==> src/hdl/swf_pkg.sv <==
// Shared types, constants and the microprogram for the servo sync-write packet framer.
// Depends on nothing; every other file of the block refers to it by scoped names.
`default_nettype none

package swf_pkg;

    localparam int STEP_W      = 4;
    localparam int MAX_SERVOS  = 2;
    localparam int MAX_BYTES   = 2;

    typedef logic [STEP_W-1:0] step_t;

    localparam step_t STEP_IDLE     = 4'd0;
    localparam step_t STEP_LOOP     = 4'd8;
    localparam step_t STEP_CHECKSUM = 4'd11;

    localparam logic [7:0] HDR_BYTE   = 8'hFF;
    localparam logic [7:0] BCAST_ID   = 8'hFE;
    localparam logic [7:0] LEN_OFFSET = 8'd4;
    localparam logic [7:0] OPC_RESET  = 8'd131;

    // Byte source selected by the datapath multiplexer.
    typedef enum logic [3:0] {
        SRC_HDR,
        SRC_BCAST,
        SRC_LEN,
        SRC_OPC,
        SRC_ADDR,
        SRC_L,
        SRC_ID,
        SRC_B0,
        SRC_B1,
        SRC_CHK
    } src_t;

    // Sequencing condition of one microinstruction.
    typedef enum logic [2:0] {
        COND_WAIT_REQ,
        COND_NEXT,
        COND_GOTO,
        COND_SERVO_END_L1,
        COND_SERVO_END
    } cond_t;

    typedef struct packed {
        src_t  src;
        logic  emit;
        logic  sum_en;
        logic  last;
        cond_t cond;
        step_t target;
    } uword_t;

    // Datapath control issued by the sequencer for the current cycle.
    typedef struct packed {
        logic load;
        logic fire;
        src_t src;
        logic sum_en;
        logic last;
        logic servo_sel;
    } dp_ctrl_t;

    // Datapath status seen by the sequencer.
    typedef struct packed {
        logic out_free;
        logic one_byte;
        logic two_servos;
    } dp_stat_t;

    // Saturate a 2-bit count: zero reads as one, and the count stops at the
    // configured maximum and at the two entries that the request carries.
    function automatic logic [1:0] clamp_count(input logic [1:0] v, input int maxp);
        logic [1:0] n;
        n = (v == 2'd0) ? 2'd1 : v;
        if (int'(n) > maxp) begin
            n = 2'(maxp);
        end
        if (n > 2'd2) begin
            n = 2'd2;
        end
        return n;
    endfunction

    // Microprogram: one control word per step.
    function automatic uword_t ucode(input step_t s);
        uword_t w;
        w = '{src: SRC_HDR, emit: 1'b0, sum_en: 1'b0, last: 1'b0,
              cond: COND_GOTO, target: STEP_IDLE};
        case (s)
            4'd0: begin
                w.cond = COND_WAIT_REQ;
            end
            4'd1: begin
                w.src = SRC_HDR;   w.emit = 1'b1; w.cond = COND_NEXT;
            end
            4'd2: begin
                w.src = SRC_HDR;   w.emit = 1'b1; w.cond = COND_NEXT;
            end
            4'd3: begin
                w.src = SRC_BCAST; w.emit = 1'b1; w.sum_en = 1'b1; w.cond = COND_NEXT;
            end
            4'd4: begin
                w.src = SRC_LEN;   w.emit = 1'b1; w.sum_en = 1'b1; w.cond = COND_NEXT;
            end
            4'd5: begin
                w.src = SRC_OPC;   w.emit = 1'b1; w.sum_en = 1'b1; w.cond = COND_NEXT;
            end
            4'd6: begin
                w.src = SRC_ADDR;  w.emit = 1'b1; w.sum_en = 1'b1; w.cond = COND_NEXT;
            end
            4'd7: begin
                w.src = SRC_L;     w.emit = 1'b1; w.sum_en = 1'b1; w.cond = COND_NEXT;
            end
            4'd8: begin
                w.src = SRC_ID;    w.emit = 1'b1; w.sum_en = 1'b1; w.cond = COND_NEXT;
            end
            4'd9: begin
                w.src = SRC_B0;    w.emit = 1'b1; w.sum_en = 1'b1;
                w.cond = COND_SERVO_END_L1; w.target = STEP_LOOP;
            end
            4'd10: begin
                w.src = SRC_B1;    w.emit = 1'b1; w.sum_en = 1'b1;
                w.cond = COND_SERVO_END; w.target = STEP_LOOP;
            end
            4'd11: begin
                w.src = SRC_CHK;   w.emit = 1'b1; w.last = 1'b1;
                w.cond = COND_GOTO; w.target = STEP_IDLE;
            end
            default: begin
                w.cond = COND_GOTO; w.target = STEP_IDLE;
            end
        endcase
        return w;
    endfunction

endpackage

`default_nettype wire

==> src/hdl/servo_sync_write_packet_framer.sv <==
// Sync-write packet framer: a request with N servos of L bytes gives 7 + N*(L+1) + 1 bytes.
// Each step of the microprogram emits at most one byte, so the output runs at one byte per
// cycle while the output register is not held full. A request is taken only in the wait step,
// which the sequencer enters again once the checksum byte has been issued.
// aresetn is synchronous and active low; it idles the sequencer, empties the output register
// and restores the opcode register to 0x83. Depends on swf_pkg, swf_sequencer, swf_datapath.
`default_nettype none

module servo_sync_write_packet_framer (
    input  wire logic        aclk,
    input  wire logic        aresetn,

    // Request channel. The sequencer takes a request only in its wait step, so one
    // packet is framed at a time.
    input  wire logic        s_tvalid,
    output logic             s_tready,
    // From bit 0 up: start_address[7:0], servo_count[1:0], bytes_per_servo[1:0],
    // first_id[7:0], first_byte0[7:0], first_byte1[7:0], second_id[7:0],
    // second_byte0[7:0], second_byte1[7:0], then four zero bits.
    input  wire logic [63:0] s_tdata,

    // Byte stream toward the serial transmitter.
    output logic             m_tvalid,
    input  wire logic        m_tready,
    // From bit 0 up: tx_byte[7:0].
    output logic [7:0]       m_tdata,
    // last_byte: high on the checksum byte that closes the packet.
    output logic             m_tlast,

    // Opcode register write; it is always ready.
    input  wire logic        cfg_valid,
    output logic             cfg_ready,
    input  wire logic [7:0]  cfg_data
);

    swf_pkg::dp_ctrl_t ctrl;
    swf_pkg::dp_stat_t stat;

    assign cfg_ready = 1'b1;

    // The sequencer walks the microprogram: header bytes, then a loop over the
    // servos in which the second data byte is skipped when L is one, then the
    // checksum. A step that emits a byte waits while the output register is full.
    swf_sequencer u_seq (
        .aclk      (aclk),
        .aresetn   (aresetn),
        .req_valid (s_tvalid),
        .req_ready (s_tready),
        .stat      (stat),
        .ctrl      (ctrl)
    );

    // The datapath holds the request, forms each byte, keeps the running sum from
    // the broadcast ID onward and registers the outgoing byte.
    swf_datapath u_dp (
        .aclk      (aclk),
        .aresetn   (aresetn),
        .req_data  (s_tdata),
        .cfg_valid (cfg_valid),
        .cfg_data  (cfg_data),
        .ctrl      (ctrl),
        .stat      (stat),
        .out_ready (m_tready),
        .out_valid (m_tvalid),
        .out_byte  (m_tdata),
        .out_last  (m_tlast)
    );

endmodule

`default_nettype wire

==> src/hdl/swf_sequencer.sv <==
// Microcode sequencer: step counter, servo loop counter and conditional jumps.
// Depends on swf_pkg for the microprogram and the control and status structs.
`default_nettype none

module swf_sequencer (
    input  wire logic             aclk,
    input  wire logic             aresetn,
    input  wire logic             req_valid,
    output logic                  req_ready,
    input  swf_pkg::dp_stat_t     stat,
    output swf_pkg::dp_ctrl_t     ctrl
);

    swf_pkg::step_t  step_reg, step_next;
    logic            servo_reg, servo_next;
    swf_pkg::uword_t uw;
    logic            fire;
    logic            last_servo;

    assign uw         = swf_pkg::ucode(step_reg);
    assign req_ready  = (uw.cond == swf_pkg::COND_WAIT_REQ);
    assign fire       = uw.emit && stat.out_free;
    assign last_servo = stat.two_servos ? servo_reg : 1'b1;

    always_comb begin
        step_next  = step_reg;
        servo_next = servo_reg;
        case (uw.cond)
            swf_pkg::COND_WAIT_REQ: begin
                if (req_valid) begin
                    step_next  = step_reg + 1'b1;
                    servo_next = 1'b0;
                end
            end
            swf_pkg::COND_NEXT: begin
                if (fire) begin
                    step_next = step_reg + 1'b1;
                end
            end
            swf_pkg::COND_GOTO: begin
                if (fire || !uw.emit) begin
                    step_next = uw.target;
                end
            end
            swf_pkg::COND_SERVO_END_L1: begin
                if (fire) begin
                    if (!stat.one_byte) begin
                        step_next = step_reg + 1'b1;
                    end else if (last_servo) begin
                        step_next = swf_pkg::STEP_CHECKSUM;
                    end else begin
                        step_next  = uw.target;
                        servo_next = servo_reg + 1'b1;
                    end
                end
            end
            swf_pkg::COND_SERVO_END: begin
                if (fire) begin
                    if (last_servo) begin
                        step_next = swf_pkg::STEP_CHECKSUM;
                    end else begin
                        step_next  = uw.target;
                        servo_next = servo_reg + 1'b1;
                    end
                end
            end
            default: begin
                step_next = swf_pkg::STEP_IDLE;
            end
        endcase
    end

    always_comb begin
        ctrl.load      = req_ready && req_valid;
        ctrl.fire      = fire;
        ctrl.src       = uw.src;
        ctrl.sum_en    = uw.sum_en;
        ctrl.last      = uw.last;
        ctrl.servo_sel = servo_reg;
    end

    always_ff @(posedge aclk) begin
        if (!aresetn) begin
            step_reg  <= swf_pkg::STEP_IDLE;
            servo_reg <= 1'b0;
        end else begin
            step_reg  <= step_next;
            servo_reg <= servo_next;
        end
    end

endmodule

`default_nettype wire

==> src/hdl/swf_datapath.sv <==
// Datapath: held request, opcode register, byte multiplexer, checksum and output register.
// Depends on swf_pkg for the control and status structs and the packet constants.
`default_nettype none

module swf_datapath (
    input  wire logic          aclk,
    input  wire logic          aresetn,
    input  wire logic [63:0]   req_data,
    input  wire logic          cfg_valid,
    input  wire logic [7:0]    cfg_data,
    input  swf_pkg::dp_ctrl_t  ctrl,
    output swf_pkg::dp_stat_t  stat,
    input  wire logic          out_ready,
    output logic               out_valid,
    output logic [7:0]         out_byte,
    output logic               out_last
);

    logic [7:0] opc_reg;
    logic [7:0] addr_reg;
    logic       two_servos_reg;
    logic       two_bytes_reg;
    logic [7:0] id_reg [2];
    logic [7:0] b0_reg [2];
    logic [7:0] b1_reg [2];
    logic [7:0] sum_reg;
    logic [7:0] out_byte_reg;
    logic       out_last_reg;
    logic       out_valid_reg, out_valid_next;

    logic [1:0] n_clamped, l_clamped;
    logic [7:0] n_val, l_val, length;
    logic [7:0] byte_sel;

    assign n_clamped = swf_pkg::clamp_count(req_data[9:8], swf_pkg::MAX_SERVOS);
    assign l_clamped = swf_pkg::clamp_count(req_data[11:10], swf_pkg::MAX_BYTES);

    assign n_val  = two_servos_reg ? 8'd2 : 8'd1;
    assign l_val  = two_bytes_reg ? 8'd2 : 8'd1;
    assign length = 8'((l_val + 8'd1) * n_val + swf_pkg::LEN_OFFSET);

    always_comb begin
        case (ctrl.src)
            swf_pkg::SRC_HDR:   byte_sel = swf_pkg::HDR_BYTE;
            swf_pkg::SRC_BCAST: byte_sel = swf_pkg::BCAST_ID;
            swf_pkg::SRC_LEN:   byte_sel = length;
            swf_pkg::SRC_OPC:   byte_sel = opc_reg;
            swf_pkg::SRC_ADDR:  byte_sel = addr_reg;
            swf_pkg::SRC_L:     byte_sel = l_val;
            swf_pkg::SRC_ID:    byte_sel = id_reg[ctrl.servo_sel];
            swf_pkg::SRC_B0:    byte_sel = b0_reg[ctrl.servo_sel];
            swf_pkg::SRC_B1:    byte_sel = b1_reg[ctrl.servo_sel];
            swf_pkg::SRC_CHK:   byte_sel = ~sum_reg;
            default:            byte_sel = swf_pkg::HDR_BYTE;
        endcase
    end

    always_comb begin
        out_valid_next = out_valid_reg;
        if (ctrl.fire) begin
            out_valid_next = 1'b1;
        end else if (out_ready) begin
            out_valid_next = 1'b0;
        end
    end

    assign stat.out_free   = !out_valid_reg || out_ready;
    assign stat.one_byte   = !two_bytes_reg;
    assign stat.two_servos = two_servos_reg;

    assign out_valid = out_valid_reg;
    assign out_byte  = out_byte_reg;
    assign out_last  = out_last_reg;

    always_ff @(posedge aclk) begin
        if (!aresetn) begin
            opc_reg       <= swf_pkg::OPC_RESET;
            sum_reg       <= 8'd0;
            out_valid_reg <= 1'b0;
        end else begin
            if (cfg_valid) begin
                opc_reg <= cfg_data;
            end
            if (ctrl.load) begin
                sum_reg <= 8'd0;
            end else if (ctrl.fire && ctrl.sum_en) begin
                sum_reg <= sum_reg + byte_sel;
            end
            out_valid_reg <= out_valid_next;
        end
    end

    always_ff @(posedge aclk) begin
        if (ctrl.load) begin
            addr_reg       <= req_data[7:0];
            two_servos_reg <= (n_clamped == 2'd2);
            two_bytes_reg  <= (l_clamped == 2'd2);
            id_reg[0]      <= req_data[19:12];
            b0_reg[0]      <= req_data[27:20];
            b1_reg[0]      <= req_data[35:28];
            id_reg[1]      <= req_data[43:36];
            b0_reg[1]      <= req_data[51:44];
            b1_reg[1]      <= req_data[59:52];
        end
        if (ctrl.fire) begin
            out_byte_reg <= byte_sel;
            out_last_reg <= ctrl.last;
        end
    end

endmodule

`default_nettype wire

==> config.mk <==
export PLATFORM = sky130hd
export DESIGN_NAME = servo_sync_write_packet_framer
export DESIGN_NICKNAME = d
export VERILOG_FILES = /design/src/hdl/swf_pkg.sv /design/src/hdl/servo_sync_write_packet_framer.sv /design/src/hdl/swf_sequencer.sv /design/src/hdl/swf_datapath.sv
export SDC_FILE = /design/constraint.sdc
export NUM_CORES = 1
export LEC_CHECK = 0
export BUFFER_PORTS_ARGS = -buffer_cell sky130_fd_sc_hd__buf_2
export CAP_MARGIN = 25
export CORE_ASPECT_RATIO = 0.7
export CORE_MARGIN = 2
export CORE_UTILIZATION = 50
export DETAILED_ROUTE_END_ITERATION = 10
export HOLD_SLACK_MARGIN = 0.08
export PLACE_DENSITY = 0.77
export SLEW_MARGIN = 20
export SYNTH_ARGS = -nofsm -noshare
export SYNTH_HDL_FRONTEND = slang
export SYNTH_SLANG_ARGS = --single-unit
==> constraint.sdc <==
create_clock -name aclk -period 3.7 [get_ports aclk]
set_input_delay 0.555 -clock aclk [delete_from_list [all_inputs] [get_ports aclk]]
set_output_delay 0.555 -clock aclk [all_outputs]
set_load 0.01 [all_outputs]
After elaboration in Yosys (flattened, before gate mapping)

Memories as Yosys holds them, arrays and structs flattened. A register that Yosys moved wholly into a read port is not among the register bits.
Cells that the tools add are included.

Register bits: 41
Latch bits: 0
Memory bits (writable): 48
Memory bits (read-only): 0
Memories kept: 3

Add/sub/neg operators: 5
Multiply operators: 1
Div/mod/pow operators: 0
Order comparisons: 4
Equality and inequality tests: 32
Shift operators: 0
Mux-type cells: 39
Bitwise logic cells: 2
Reductions and logical operators: 20

Memory list:

| memory      | depth | bits a word | read ports | clocked after Yosys merged registers in | write ports | RTL line           | source |
|---|---|---|---|---|---|---|---|
| u_dp.b0_reg | 2     | 8           | 1          | 1                                       | 2           | swf_datapath.sv:24 | `logic [7:0] b0_reg [2];` |
| u_dp.b1_reg | 2     | 8           | 1          | 1                                       | 2           | swf_datapath.sv:25 | `logic [7:0] b1_reg [2];` |
| u_dp.id_reg | 2     | 8           | 1          | 1                                       | 2           | swf_datapath.sv:23 | `logic [7:0] id_reg [2];` |

Operator list:

| cell                                                 | count |
|---|---|
| case mux 8 bit (9 select lines)                      | 1 |
| case mux 5 bit (10 select lines)                     | 1 |
| equality test 4 x 3 -> 1 bit, second input constant  | 8 |
| two-way mux 4 bit                                    | 8 |
| equality test 4 bit, second input constant           | 6 |
| case mux 4 bit (5 select lines)                      | 1 |
| two-way mux 1 bit                                    | 18 |
| equality test 4 x 2 -> 1 bit, second input constant  | 4 |
| two-way mux 2 bit                                    | 8 |
| OR reduction 8 bit                                   | 2 |
| case mux 3 bit (4 select lines)                      | 1 |
| AND reduction 5 bit                                  | 2 |
| adder 8 x 1 -> 8 bit, second input constant          | 1 |
| adder 8 x 3 -> 8 bit, second input constant          | 1 |
| adder 8 bit                                          | 1 |
| equality test 4 x 1 -> 1 bit, second input constant  | 2 |
| greater-than comparator 2 bit, second input constant | 4 |
| multiplier 8 x 8 -> 8 bit                            | 1 |
| != test 2 x 1 -> 1 bit, second input constant        | 4 |
| NOT 8 bit                                            | 1 |
| equality test 3 x 2 -> 1 bit, second input constant  | 2 |
| OR reduction 2 bit                                   | 3 |
| adder 4 x 1 -> 4 bit, second input constant          | 1 |
| equality test 2 bit, second input constant           | 2 |
| 14 further kinds                                     | 20 |

Longest topological paths before layout

Depth in word-level cells: 8
Depth in mapped cells: 18

By module

Synthesis repeated with hierarchy kept, for this count alone.

Cell total of the unflattened synthesis: 392
Area, all modules: 4465.5 um^2

Modules (own cells, without submodules):

| module                         | instances | cells each | area each (um^2) | sequential area each (um^2) |
|---|---|---|---|---|
| swf_datapath                   | 1         | 301        | 3741.1           | 2352.3 |
| swf_sequencer                  | 1         | 89         | 713.2            | 100.1 |
| servo_sync_write_packet_framer | 1         | 2          | 11.3             | 0.0 |

Least setup slack after synthesis

Ideal clock, no wire load.

Path kind: register -> register
Start point: reg u_seq.step_reg[0]
End point: reg u_dp.sum_reg[7]
Arrival time: 3.542 ns
Slack: 0.034 ns
Stages on the path, launching flop included: 17
Path buffers: 1
Clock period less this slack: 3.666 ns
Cells stage by stage: dfxtp_1 inv_1 ha_1 buf_6 or2_0 a22oi_1 a2bb2oi_2 nor2_1 a2111oi_2 o211ai_1 ha_1 inv_1 o21ai_0 a2111oi_0 or3_1 mux2i_1 mux2_1

Word-level cells in the longest chain between the ends: 6
Elaborated cells on any way between the ends: 34

Ends and longest elaborated chain:

| what                                                                                | RTL line            | source |
|---|---|---|
| from (decl)                                                                         | swf_sequencer.sv:14 | `swf_pkg::step_t step_reg, step_next;` |
| from (signal assigned)                                                              | swf_sequencer.sv:84 | `step_reg <= swf_pkg::STEP_IDLE;` |
| from (signal assigned)                                                              | swf_sequencer.sv:87 | `step_reg <= step_next;` |
| equality test 4 x 1 -> 1 bit / equality test 4 x 2 -> 1 bit (equally long branches) | swf_pkg.sv:90       | `case (s)` |
| OR reduction 2 bit (no line)                                                        | --                  |  |
| case mux 5 bit (10 select lines) (*)                                                | swf_pkg.sv:90       |  |
| equality test 4 bit (tied with other cells)                                         | swf_datapath.sv:43  | `case (ctrl.src)` |
| case mux 8 bit (9 select lines) (*)                                                 | swf_datapath.sv:43  |  |
| named net u_dp.byte_sel[2]                                                          | swf_datapath.sv:33  | `logic [7:0] byte_sel;` |
| adder 8 bit (*)                                                                     | swf_datapath.sv:87  | `sum_reg <= sum_reg + byte_sel;` |
| to (signal assigned)                                                                | swf_datapath.sv:87  |  |
| to (decl)                                                                           | swf_datapath.sv:26  | `logic [7:0] sum_reg;` |

Mark *: on every way through the listed nets, which the timed path passes. The rest lies on a longest branch.
A chain may end at the register's enable or synchronous reset.

Worst setup path in the final report

Start point: reg u_seq.step_reg[1]
End point: reg u_dp.sum_reg[7]

Same word-level chain as after synthesis.

==> out/qor.yml <==
run_status: "finished, final reports clean"
hold_ws_ns: 0.383
drive_above_1_share_pct: 39.3
combPwrFrac_pct: 31.7
required_ns: 3.93
nets: 568
power_switching_share_pct: 32.1
synth_area_leaders: "edfxtp_1 46%, dfxtp_1 11%, mux2i_1 8.8%"
rrSetupSlack_ns: 0.14
dr.pass1.iters: 4
endpoint_kind: "register"
syn_avg_cell_area_um2: 12.2
yosysTopAreaCellShare_pct: 46.4
grtUsageTotal_pct: 23.0
worstReg2RegStart: "u_seq.step_reg[1]"
whs_path_depth: 1
yosysSeqAreaShare_pct: 57.0
crit_arrival_ns: 3.79
critPathKind: "reg2reg"
crit_slowest_cell: "or3_1"
remaining_drc_errors: 0
cts_tree: "yes"
hold_buffers: 0
p_leak_uw: 0.00217
antenna_found_initial: 0
netlist_area_um2: 4340
synthesis.nets: 445
layout_min_cycle_time_ns: 3.56
finalWirelength_um: 10200
synth_cell_type_count: 67
area_growth_pct: 29.6
p_per_area_nw_per_um2: 641
wl_per_cell_um: 17.0
path_max_fanout: 5
worstMarginPinSlew_ns: 0.615
slew_headroom_pct: 58.6
fin_worst_skew_ns: 0.00705
rsz0062_at_grt: "yes"
yosys_warnings: 0
clk-insertion-delay-late_ns: 0.34
via_count: 3313
finalSetupViolCount: 0
cts_buffers: 9
cp.buffers_inverters: 4
ys_async_sr_fraction_pct: 0
root_buffer: "clkbuf_16"
port_buffers: 81
num_rows: 28
period_share_pct: 96.3
final-hold-violation-count: 0
maxSlewViolCount: 0
min_from: "s_tdata[27]"
intPower_uw: 2450
power_switching_uw: 1160
final.fill_count: 605
worstSetupStartpointType: "register"
setup_slack_ns: 0.137
post-place-ws_ns: -0.233
gp_congestion: 0.988
vdd_drop_max_mv: 0.305
max_stage_delay_ns: 0.37
die_w_um: 115
cts_num_sinks: 90
min_path_type: "in2reg"
synth_top_area_cell: "edfxtp_1"
synth_flop_cell: "edfxtp_1"
htree_levels: 3
core-area_um2: 8440
crit_chain: "inv_1 -> buf_4 -> ha_1 -> or2_1 -> a22oi_2 -> a2bb2oi_2 -> buf_4 -> o22ai_1 -> or3_1 -> ha_1 -> inv_1 -> nor2_2 -> a2111oi_4 -> or3_1 -> mux2i_1 -> mux2_1"
synth_edf_count: 67
dr.first_iter.drc_count: 208
power.clock.fraction_pct: 26.8
crit_family: "simple AND/OR/NAND/NOR gates"
dieHeight_um: 82.0
r2r.worst_path.cells: 16
clock_path_buffers: 2
final-instance-count-excl-fill: 604
drv_cap: 0
reg2reg_to: "u_dp.sum_reg[7]"
power_frac_seq_pct: 41.5
place_inst: 586
ant_nets: 0
whs_endpoint: "u_dp.b0_reg[0][7]"
grt_pass1_vias: 3120
grt_pass1_wl_um: 16100
synth_seq_cells: 90
diodes: 0
cts.reportedPaths.clkPinSlew_ns: 0.07
place_hpwl_um: 7670
grt_max_degree: 34
synthCells: 356
grt_overflow: 0
dieArea_um2: 9450
io_pins: 89
start_util_pct: 51.4
max_clock_freq_ghz: 0.281
vias_per_cell: 5.49
==> power by group through the flow <==
stage                     Sequential (uW)  Clock (uW)  Combinational, uW
final                                1500         968               1140
after global routing                 1520        1030               1250
after CTS                            1490         983               1090
after detailed placement             1510           0               1080
after global placement               1500           0               1050
after floorplan                      1500           0                660
==> timing repair <==
item | CTS | global route
setup buffers | 0 | 2
endpoints found under the setup margin | 2 | 3
resized for setup | 6 | 20
pin swaps | 0 | 7
gates cloned | 0 | 0
==> worst max path at each step <==
stage	from	end	slack, ns	cells after the start
detailed placement	u_seq.step_reg[1]	u_dp.sum_reg[7]	-0.23	16
finish	u_seq.step_reg[1]	u_dp.sum_reg[7]	0.14	16
global route	u_seq.step_reg[1]	u_dp.sum_reg[7]	-0.07	14
CTS	u_seq.step_reg[1]	u_dp.sum_reg[7]	0.01	16
global placement	u_seq.step_reg[0]	u_dp.sum_reg[7]	-0.09	15
floorplan	u_seq.step_reg[0]	u_dp.sum_reg[7]	0.03	16
==> through the flow <==
stage	TNS (ns)	utilization [%]	instance area (um2)	power, uW
5_1_grt	-0.0737	66.6	5620	3800
6_report	0	66.6	5620	3610
3_3_place_gp	-0.0922	61.6	5200	2550
2_1_floorplan	0	-	4340	2160
4_1_cts	0	65.6	5540	3570
3_5_place_dp	-0.233	61.6	5200	2590
==> routing by layer <==
metal  vias to the layer above  track usage (%)  share of wire, %  wire length (um)
met4                         0             6.87               1.4               144
met2                       139             34.1                44              4560
met3                        15             5.24               6.8               697
met1                      1565             33.9                47              4850
met5                         -                0                 0                 0
li1                       1594                -                 -                 -
==> cell families after synthesis <==
| logic type | Yosys count | share of synthesized area [%] |
|---|---|---|
| XOR/XNOR | 4 | 0.807 |
| buffers and inverters | 34 | 4.04 |
| multiplexers | 39 | 9.02 |
| AND/OR/NAND/NOR | 95 | 11.8 |
| AO/OA/AOI/OAI | 81 | 13.6 |
| other | 1 | 0.0864 |
| flip-flops | 90 | 57.0 |
| adder cells (fa/ha/maj) | 12 | 3.63 |
==> synthesized netlist by cell type (3+ instances only) <==
master	n
a22oi_1	3
ha_1	11
a211oi_1	3
o221ai_1	4
inv_1	10
o22ai_1	9
and2_1	4
mux2i_1	38
or2_2	3
a31oi_1	3
o21bai_1	3
buf_4	6
or3_1	5
o21ai_0	9
buf_2	8
nor2b_1	8
dfxtp_1	23
edfxtp_1	67
o21a_1	5
a21oi_1	17
nand2_1	17
clkbuf_1	7
nor2_1	32
xnor2_1	4
nand3_1	3
nor4_1	3
==> area by class of cell <==
| cell class | count | area, um2 | share of cell area [%] |
|---|---|---|---|
| Clock buffer | 9 | 225 | 4.00 |
| Sequential cell | 90 | 2470 | 44.0 |
| Timing Repair Buffer | 135 | 861 | 15.3 |
| Clock inverter | 7 | 95.1 | 1.69 |
| Multi-Input combinational cell | 232 | 1780 | 31.6 |
| Inverter | 11 | 41.3 | 0.734 |
| Tap cell | 120 | 150 | 2.67 |
==> placed cells by master (no fill, tap or decap), types with 7 or more instances in the layout <==
cell type,instances
a21oi_1,15
buf_2,81
buf_4,50
clkbuf_16,9
dfxtp_1,21
edfxtp_1,67
ha_1,8
inv_1,9
mux2i_1,38
nand2_1,17
nor2_1,28
nor2b_1,8
o21ai_0,7
o22ai_1,8
Note: power is estimated with default switching activity, not from simulation.
